[config.mk]
export PLATFORM = sky130hd
export DESIGN_NAME = strongly_connected_components_top
export DESIGN_NICKNAME = d
export VERILOG_FILES = /design/src/sv/scc_pkg.sv /design/src/sv/strongly_connected_components_top.sv /design/src/sv/scc_ram.sv
export VERILOG_INCLUDE_DIRS = /design/src /design/src/sv
export SDC_FILE = /design/constraint.sdc
export NUM_CORES = 2
export LEC_CHECK = 0
export ABC_AREA = 1
export CORE_UTILIZATION = 40
export CTS_BUF_LIST = sky130_fd_sc_hd__clkbuf_4 sky130_fd_sc_hd__clkbuf_8 sky130_fd_sc_hd__clkbuf_16
export DETAILED_ROUTE_END_ITERATION = 16
export DONT_BUFFER_PORTS = 1
export HOLD_SLACK_MARGIN = 0.05
export PLACE_DENSITY = 0.63
export SYNTH_ARGS = -nofsm -noshare
export SYNTH_HDL_FRONTEND = slang
export SYNTH_SLANG_ARGS = --single-unit
[constraint.sdc]
create_clock -name clock -period 5.02 [get_ports clock]
set_input_delay 0.753 -clock clock [delete_from_list [all_inputs] [get_ports clock]]
set_output_delay 0.753 -clock clock [all_outputs]
set_load 0.02 [all_outputs]
[src/sv/assert_macros.svh]
// Assertion helper macros for the RTL.
`ifndef ASSERT_MACROS_SVH
`define ASSERT_MACROS_SVH
// Implication checked on every rising clock edge outside reset
`define ASSERT_IMPL(label, clk, rst, ante, cons) \
   label: assert property (@(posedge clk) disable iff (rst) (ante) |-> (cons)) \
      else $error("assertion failed");
// Next-cycle implication checked outside reset
`define ASSERT_NEXT(label, clk, rst, ante, cons) \
   label: assert property (@(posedge clk) disable iff (rst) (ante) |=> (cons)) \
      else $error("assertion failed");
`endif

[src/sv/scc_pkg.sv]
// -----------------------------------------------------------------------------
// scc_pkg
// Shared types and constants for the strongly connected components block.
// -----------------------------------------------------------------------------
`default_nettype none
package scc_pkg;
   localparam int NumVertices = 32;
   localparam int VtxWidth    = 5;
   localparam int CntWidth    = 6;

   localparam logic [1:0] OpClear = 2'd0;
   localparam logic [1:0] OpAdd   = 2'd1;
   localparam logic [1:0] OpRun   = 2'd2;

   typedef struct packed {
      logic [1:0] opcode;
      logic [4:0] source_vertex;
      logic [4:0] target_vertex;
   } req_type;

   typedef struct packed {
      logic [4:0] vertex;
      logic [4:0] component;
      logic       component_end;
      logic       last;
   } rsp_type;
endpackage
`default_nettype wire

[src/sv/strongly_connected_components_top.sv]
// -----------------------------------------------------------------------------
// strongly_connected_components_top
// Kosaraju SCC over a 32-vertex adjacency bit matrix held in RAM.
// -----------------------------------------------------------------------------
//  channel  dir  handshake            payload
//  req_     in   req_valid/req_ready  scc_pkg::req_type
//  rsp_     out  rsp_valid/rsp_ready  scc_pkg::rsp_type
//  csr_     in   csr_wr_en            vertex_count, 6 bits
//
// Add edge holds the input while it runs: accept with both row reads, then write
// back. Clear holds it for the accept and then clears one row of the matrix and
// of its transpose per cycle. A run scans for roots in both passes and walks the
// graph with an explicit stack, pushing, popping and reloading stack entries.
// After reset a clearing pass over all 32 rows runs with req_ready low. A result
// waiting on rsp_ready stalls the second pass at its next vertex.
`default_nettype none
`include "assert_macros.svh"
module strongly_connected_components_top (
   input  wire logic              clock,
   input  wire logic              reset,
   input  wire logic              req_valid,
   output      logic              req_ready,
   input  wire scc_pkg::req_type  req_data,
   output      logic              rsp_valid,
   input  wire logic              rsp_ready,
   output      scc_pkg::rsp_type  rsp_data,
   input  wire logic              csr_wr_en,
   input  wire logic [5:0]        csr_wr_data
);
   localparam logic [3:0] S_IDLE  = 4'd0;
   localparam logic [3:0] S_CLEAR = 4'd1;
   localparam logic [3:0] S_ADDWR = 4'd2;
   localparam logic [3:0] S_ROOT1 = 4'd3;
   localparam logic [3:0] S_STEP  = 4'd4;
   localparam logic [3:0] S_POP   = 4'd5;
   localparam logic [3:0] S_ROOT2 = 4'd6;
   localparam logic [3:0] S_RCHK  = 4'd7;
   localparam logic [3:0] S_DONE  = 4'd8;

   logic [3:0]                     state_ff, state_in;
   logic [scc_pkg::CntWidth-1:0]   vcount_ff;
   logic [scc_pkg::CntWidth-1:0]   n;
   logic [scc_pkg::CntWidth-1:0]   ctr_ff, ctr_in;   // clear row / root index / finish index
   logic [scc_pkg::CntWidth-1:0]   sp_ff, sp_in;     // stack depth including the top
   logic [scc_pkg::CntWidth-1:0]   fc_ff, fc_in;     // finished vertices
   logic [scc_pkg::CntWidth-1:0]   top_j_ff, top_j_in;
   logic [scc_pkg::CntWidth-1:0]   found;
   logic [scc_pkg::VtxWidth-1:0]   top_v_ff, top_v_in;
   logic [scc_pkg::VtxWidth-1:0]   src_ff, src_in, dst_ff, dst_in;
   logic [scc_pkg::VtxWidth-1:0]   comp_ff, comp_in;
   logic                           pass2_ff, pass2_in;
   logic [31:0]                    visited_ff, visited_in;
   logic                           pv_ff, pv_in;     // pending result held for its flags
   scc_pkg::rsp_type               pend_ff, pend_in;
   logic                           rv_ff, rv_in;
   scc_pkg::rsp_type               rsp_ff, rsp_in;
   logic                           out_free, emit_ok;
   logic [31:0]                    live_mask, row, cand;

   // adjacency and transposed adjacency RAMs, written together
   logic        a_we;
   logic [4:0]  a_wa, a_ra, t_wa, t_ra;
   logic [31:0] a_wd, a_rd, t_wd, t_rd;
   // walk stack RAM below the top: {next index (6), vertex (5)}
   logic        s_we;
   logic [4:0]  s_wa, s_ra;
   logic [10:0] s_wd, s_rd;
   // finish order RAM
   logic        f_we;
   logic [4:0]  f_wa, f_ra;
   logic [4:0]  f_wd, f_rd;

   scc_ram #(.Width(32), .Depth(32)) u_adj (.clock, .wr_en(a_we), .wr_addr(a_wa),
      .wr_data(a_wd), .rd_addr(a_ra), .rd_data(a_rd));
   scc_ram #(.Width(32), .Depth(32)) u_trn (.clock, .wr_en(a_we), .wr_addr(t_wa),
      .wr_data(t_wd), .rd_addr(t_ra), .rd_data(t_rd));
   scc_ram #(.Width(11), .Depth(32)) u_stk (.clock, .wr_en(s_we), .wr_addr(s_wa),
      .wr_data(s_wd), .rd_addr(s_ra), .rd_data(s_rd));
   scc_ram #(.Width(5), .Depth(32)) u_fin (.clock, .wr_en(f_we), .wr_addr(f_wa),
      .wr_data(f_wd), .rd_addr(f_ra), .rd_data(f_rd));

   assign n = (vcount_ff == 6'd0) ? 6'd1 :
              (vcount_ff > 6'(scc_pkg::NumVertices)) ? 6'(scc_pkg::NumVertices) : vcount_ff;
   assign out_free  = !rv_ff || rsp_ready;
   assign emit_ok   = !pv_ff || out_free;
   assign req_ready = (state_ff == S_IDLE);
   assign rsp_valid = rv_ff;
   assign rsp_data  = rsp_ff;

   always_comb begin
      live_mask = '0;
      for (int b = 0; b < 32; b++) live_mask[b] = (6'(b) < n);
   end

   // lowest unvisited live neighbour at or above the resume index
   always_comb begin
      row = pass2_ff ? t_rd : a_rd;
      cand = row & ~visited_ff & live_mask;
      found = 6'(scc_pkg::NumVertices);
      for (int b = 31; b >= 0; b--)
         if (cand[b] && 6'(b) >= top_j_ff) found = 6'(b);
   end

   // control and next state
   always_comb begin
      state_in = state_ff; ctr_in = ctr_ff; src_in = src_ff; dst_in = dst_ff;
      sp_in = sp_ff; fc_in = fc_ff; top_j_in = top_j_ff; top_v_in = top_v_ff;
      comp_in = comp_ff; pass2_in = pass2_ff; visited_in = visited_ff;
      pv_in = pv_ff; pend_in = pend_ff;
      rv_in = rv_ff && !rsp_ready; rsp_in = rsp_ff;
      a_we = 1'b0; a_wa = src_ff; a_wd = a_rd | (32'd1 << dst_ff);
      t_wa = dst_ff; t_wd = t_rd | (32'd1 << src_ff);
      a_ra = top_v_ff; t_ra = top_v_ff;
      s_we = 1'b0; s_wa = 5'(sp_ff - 6'd1); s_wd = {found + 6'd1, top_v_ff};
      s_ra = 5'(sp_ff - 6'd2);
      f_we = 1'b0; f_wa = fc_ff[4:0]; f_wd = top_v_ff; f_ra = 5'(ctr_ff - 6'd1);
      unique case (state_ff)
         S_IDLE: begin
            a_ra = req_data.source_vertex; t_ra = req_data.target_vertex;
            if (req_valid) begin
               src_in = req_data.source_vertex; dst_in = req_data.target_vertex;
               unique case (req_data.opcode)
                  scc_pkg::OpClear: begin ctr_in = '0; state_in = S_CLEAR; end
                  scc_pkg::OpAdd: begin
                     if ({1'b0, req_data.source_vertex} < n &&
                         {1'b0, req_data.target_vertex} < n)
                        state_in = S_ADDWR;
                  end
                  scc_pkg::OpRun: begin
                     visited_in = '0; fc_in = '0; ctr_in = '0; pass2_in = 1'b0;
                     comp_in = '0; state_in = S_ROOT1;
                  end
                  default: ;
               endcase
            end
         end
         S_CLEAR: begin
            a_we = 1'b1; a_wa = ctr_ff[4:0]; a_wd = '0; t_wa = ctr_ff[4:0]; t_wd = '0;
            ctr_in = ctr_ff + 6'd1;
            if (ctr_ff == 6'd31) state_in = S_IDLE;
         end
         S_ADDWR: begin a_we = 1'b1; state_in = S_IDLE; end
         // first pass roots in increasing index order
         S_ROOT1: begin
            if (ctr_ff >= n) begin
               pass2_in = 1'b1; visited_in = '0; ctr_in = fc_ff; state_in = S_ROOT2;
            end else if (visited_ff[ctr_ff[4:0]]) ctr_in = ctr_ff + 6'd1;
            else begin
               visited_in[ctr_ff[4:0]] = 1'b1;
               top_v_in = ctr_ff[4:0]; top_j_in = '0; sp_in = 6'd1;
               a_ra = ctr_ff[4:0]; t_ra = ctr_ff[4:0];
               ctr_in = ctr_ff + 6'd1; state_in = S_STEP;
            end
         end
         // row of the top is on the RAM output: descend or finish the top
         S_STEP: begin
            if (found < n) begin
               if (!pass2_ff || emit_ok) begin
                  s_we = 1'b1;
                  visited_in[found[4:0]] = 1'b1;
                  top_v_in = found[4:0]; top_j_in = '0; sp_in = sp_ff + 6'd1;
                  a_ra = found[4:0]; t_ra = found[4:0];
                  if (pass2_ff) begin
                     if (pv_ff) begin rv_in = 1'b1; rsp_in = pend_ff; end
                     pv_in = 1'b1;
                     pend_in = '{vertex: found[4:0], component: comp_ff,
                                 component_end: 1'b0, last: 1'b0};
                  end
               end
            end else begin
               if (!pass2_ff) begin f_we = 1'b1; fc_in = fc_ff + 6'd1; end
               if (sp_ff == 6'd1) begin
                  sp_in = '0;
                  if (pass2_ff) begin
                     pend_in.component_end = 1'b1;
                     comp_in = comp_ff + 5'd1;
                     state_in = S_ROOT2;
                  end else state_in = S_ROOT1;
               end else begin
                  sp_in = sp_ff - 6'd1; state_in = S_POP;
               end
            end
         end
         // parent entry is on the stack RAM output
         S_POP: begin
            top_v_in = s_rd[4:0]; top_j_in = s_rd[10:5];
            a_ra = s_rd[4:0]; t_ra = s_rd[4:0];
            state_in = S_STEP;
         end
         // second pass roots in decreasing finish time
         S_ROOT2: state_in = (ctr_ff == 6'd0) ? S_DONE : S_RCHK;
         S_RCHK: begin
            if (visited_ff[f_rd]) begin
               ctr_in = ctr_ff - 6'd1; state_in = S_ROOT2;
            end else if (emit_ok) begin
               visited_in[f_rd] = 1'b1;
               top_v_in = f_rd; top_j_in = '0; sp_in = 6'd1;
               a_ra = f_rd; t_ra = f_rd;
               ctr_in = ctr_ff - 6'd1;
               if (pv_ff) begin rv_in = 1'b1; rsp_in = pend_ff; end
               pv_in = 1'b1;
               pend_in = '{vertex: f_rd, component: comp_ff,
                           component_end: 1'b0, last: 1'b0};
               state_in = S_STEP;
            end
         end
         // release the held result as the final one
         S_DONE: begin
            if (out_free) begin
               rv_in = 1'b1; rsp_in = pend_ff; rsp_in.last = 1'b1;
               pv_in = 1'b0; pass2_in = 1'b0; state_in = S_IDLE;
            end
         end
         default: state_in = S_IDLE;
      endcase
   end

   always_ff @(posedge clock) begin
      if (reset) begin
         state_ff <= S_CLEAR; ctr_ff <= '0; vcount_ff <= 6'(scc_pkg::NumVertices);
         rv_ff <= 1'b0; pv_ff <= 1'b0; sp_ff <= '0; fc_ff <= '0; comp_ff <= '0;
         pass2_ff <= 1'b0; visited_ff <= '0; top_v_ff <= '0; top_j_ff <= '0;
         src_ff <= '0; dst_ff <= '0;
      end else begin
         state_ff <= state_in; ctr_ff <= ctr_in; sp_ff <= sp_in; fc_ff <= fc_in;
         comp_ff <= comp_in; pass2_ff <= pass2_in; visited_ff <= visited_in;
         rv_ff <= rv_in; pv_ff <= pv_in; top_v_ff <= top_v_in; top_j_ff <= top_j_in;
         src_ff <= src_in; dst_ff <= dst_in;
         if (csr_wr_en) vcount_ff <= csr_wr_data;
      end
      pend_ff <= pend_in;
      rsp_ff <= rsp_in;
   end

   `ASSERT_IMPL(a_ready_idle, clock, reset, req_ready, state_ff == S_IDLE)
   `ASSERT_NEXT(a_hold, clock, reset, rsp_valid && !rsp_ready, rsp_valid)
   `ASSERT_NEXT(a_data_hold, clock, reset, rsp_valid && !rsp_ready, $stable(rsp_data))
   `ASSERT_IMPL(a_sp_range, clock, reset, 1'b1, sp_ff <= 6'(scc_pkg::NumVertices))
endmodule
`default_nettype wire

[src/sv/scc_ram.sv]
// -----------------------------------------------------------------------------
// scc_ram
// Generic single-port-write, single-port-read RAM with registered read data.
// -----------------------------------------------------------------------------
`default_nettype none
module scc_ram #(
   parameter int Width = 8,
   parameter int Depth = 32
) (
   input  wire logic                     clock,
   input  wire logic                     wr_en,
   input  wire logic [$clog2(Depth)-1:0] wr_addr,
   input  wire logic [Width-1:0]         wr_data,
   input  wire logic [$clog2(Depth)-1:0] rd_addr,
   output      logic [Width-1:0]         rd_data
);
   logic [Width-1:0] mem_ff [Depth];

   always_ff @(posedge clock) begin
      if (wr_en) mem_ff[wr_addr] <= wr_data;
      rd_data <= mem_ff[rd_addr];
   end
endmodule
`default_nettype wire
==> results.txt <==
After clock tree synthesis, the clock-pin slew on the worst setup and hold paths is 0.06 ns. The static power due to leakage came out at 56.8 nW. Wires add up to 381,000 µm. In this run the horizontal extent of the chip is 554 µm. The mapped netlist covers 122,000 µm². Of all nets on the critical path, the largest fanout is 17. The highest ir drop seen on vdd was 0.563 mV.

Wire segments on met3 add up to 36,100 µm in the final route. The layout overhead on the synthesized area works out to 18.6%. The dominant cell type by count on the critical path is nand2_1. The die is 554 µm tall. For the worst setup path, the data required time is 5.83 ns. The total power per unit cell area came out at 707 nW/µm².

The kind of cell with the highest combined delay along the critical path is simple AND/OR/NAND/NOR gates. The count of pins over their slew limit was 0. The routed wire length per instance was 23.7 µm; the area inside the core boundary was 303,000 µm². Pin placement for this block handled 37 I/O pins. The gate count after technology mapping is 11,485, and the total of flip-flops plus latches after synthesis is 2,752. The flow ran to the end, and the final reports show no timing, DRC or antenna violations. The logs give 116 for the maximum number of pins on one net before global-route repair and 10,859 for the number of violations reported at the end of detailed-routing iteration 0. The number of hold violations in the final report is 0.

Count of unresolved DRC violations after routing: 0. The category of the worst setup path launch point was a flop. The count of placed standard cells in the final layout, fillers left out came out at 16,091. The start-to-end type of the worst setup path was flop to flop. The post-route netlist has 13.5% of its cells at a drive strength greater than 1. The run gives 545,000 µm as the wire length of the first global-routing pass. The type of element capturing the critical path was a flop. The sink count of the clock tree is 2,752, and the overall track demand over capacity in global routing is 23.6%. The finished cells cover 144,000 µm². After layout, the design draws a total of 102 mW.

The transition at the pin with the smallest max-transition slack came out at 1.42 ns. Setup violations remaining at the end of the flow were counted as 0. For the worst setup path, the data arrival time is 5.73 ns.

The run gives 0.0742 ns as the clock tree skew after final layout. The initial utilization of the core area, before any placement, comes to 40.2%. Sequential elements use 66.5% of the synthesized area. In this run, CTS created clock tree buffers numbering 292. The slowest stage of the critical path belongs to the cell o21ai_0.

In the finished design, the share of the clock period the worst path needs comes to 98.0%. Once placement completed, the tool counted placed cells totaling 15,468. The worst hold path belongs to the class primary input to flop. The highest signal layer in the routed design was met5. For this run the aggregate overflow at the end of global routing stands at 0.

The synthesized design contains 2,583 enable-type register cells. The run gives 0 as the number of nets still failing antenna checks after routing. Setup repair after global routing could not meet its margin everywhere. TritonCTS built the clock tree. Summed over all failing endpoints, the final setup total negative slack is 0 ns. The tree is rooted in a clkbuf_16. The placed cell area is 132,000 µm², and the utilization after layout is 47.7%.

The first detailed-routing pass took 7 iterations. The number of buffers and inverters on the critical path is 8. Detailed placement ended at an HPWL of 214,000 µm. Summed over all nets, wire length on met2 after detailed routing comes to 173,000 µm. The die covers 306,000 µm². For the worst-skew pair, the clock arrives at the later sink with an insertion delay of 0.91 ns.

The wire length on met1 is 156,000 µm. The relative max-transition margin came out at 5.60%. The maximum root-to-sink buffer count came out at 4. The highest clock rate is 203 MHz. Dominant synthesized flop cell: edfxtp_1. CTS built an H-tree with a depth of 5.

The site row count is 202, and the number of port buffers is 0. The count of nets after finishing is 11,948, and the number of global-route vias before repair is 82,286. Synthesis instantiated 57 different standard cells from the library. After synthesis, the share of flip-flops with an asynchronous set or reset is 0%.

The total of warnings raised by yosys is 0, and the reported max-cap violation count is 0. The initial antenna violation count was 9. Counting every net in the synthesized netlist gives 11,551.

The final critical path time including I/O delays and setup works out to 4.92 ns. In the routed layout, each cell is associated on average with a via count of 5.57. A synthesized cell averages 10.6 µm². The global placement routability congestion is 0.964, and the critical path's largest stage delay is 0.46 ns.

The final route contains 89,658 vias.
stage by stage:
step | setup slack [ns] | hold WS (ns)
CTS | 0.0598 | 0.0554
detailed placement | -0.0575 | 0.445
global route | -0.310 | 0.0711
finish | 0.0991 | 0.0883
global placement | 0.0240 | 0.452
floorplan | -0.0529 | 0.430
power breakdown:
group | internal, mW | switching (mW)
Sequential | 30.5 | 1.20
Clock | 12.5 | 9.06
Combinational | 16.8 | 32.1
sequential cells by signal, summed over array words and instances (netlist names), 11 cells and up:
name / flops
u_trn.mem_ff: 1024
pend_ff: 11
u_stk.rd_data: 11
u_trn.rd_data: 32
u_adj.rd_data: 32
u_adj.mem_ff: 1024
u_stk.mem_ff: 352
visited_ff: 32
rsp_data: 12
u_fin.mem_ff: 160
logic make-up after synthesis:
| group | after synthesis | share of synthesized area, % |
|---|---|---|
| buffers and inverters | 2124 | 7.25 |
| adders and majority gates | 43 | 0.442 |
| muxes | 16 | 0.132 |
| AOI/OAI and AO/OA | 925 | 4.70 |
| xor gates and xnor gates | 16 | 0.115 |
| and+or+nand+nor | 5609 | 20.8 |
| DFF | 2752 | 66.5 |
per-layer routing:
metal | up-vias | global-route usage [%]
met1 | 43800 | 33.2
li1 | 40468 | -
met5 | - | 0
met3 | 855 | 3.66
met2 | 4533 | 36.7
met4 | 2 | 9.02
what timing repair did:
action,CTS,global route
gates cloned,1,46
pin swaps,0,74
buffers inserted,0,51
resized for setup,5,271
hold buffers,5,0
hold endpoints to repair,60,0
setup endpoints to repair,8,678
worst reg2reg max path, delay by kind of cell, from the launching register on:
family                   cells  cell delay, ns
AO/OA/AOI/OAI                7            1.25
adder cells (fa/ha/maj)      1            0.19
buffers and inverters        8            1.33
flip-flops                   1            0.37
AND/OR/NAND/NOR             17            1.71
layout make-up:
type / instances / area (µm²)
inverter: 1402 / 5330
sequential: 2752 / 81000
tap: 3978 / 4980
clock buffer: 386 / 8180
timing repair buffer: 825 / 10300
antenna: 4 / 10.0
multi-input combinational: 6609 / 33400
fill: 26924 / 158000
clock inverter: 135 / 1270
Yosys cell counts, types with 43 or more instances:
library cell / instances / area [µm²]
nand2_1: 2258 / 8480
clkbuf_1: 277 / 1040
inv_1: 1376 / 5160
nand3b_1: 321 / 2410
o21ai_0: 377 / 1890
nand3_1: 2272 / 11400
ha_1: 43 / 538
buf_4: 64 / 480
edfxtp_1: 2583 / 77600
a21oi_1: 164 / 821
o221ai_1: 117 / 1020
buf_2: 314 / 1570
dfxtp_1: 169 / 3380
nor2_1: 656 / 2460
path summary, 6_finish.rpt:
kind | cells past startpoint | startpoint | to | slack (ns)
setup / recovery | 33 | pass2_ff | u_trn.rd_data[26] | 0.1
hold / removal | 2 | csr_wr_data[1] | vcount_ff[1] | 0.09
setup reg to reg | 33 | pass2_ff | u_trn.rd_data[26] | 0.1
hold reg to reg | 0 | comp_ff[2] | pend_ff[4] | 0.46
placed cells by master (no fill, tap or decap), types with 151 or more instances in the layout:
cell       instances
buf_12           208
nand3b_1         321
nand2_1         2181
buf_4            495
edfxtp_1        2583
dfxtp_1          151
clkbuf_16        342
nor2_1           580
inv_1           1371
nand3_1         2202
o21ai_0          367
No activity file was read; power rests on OpenSTA's default activity.
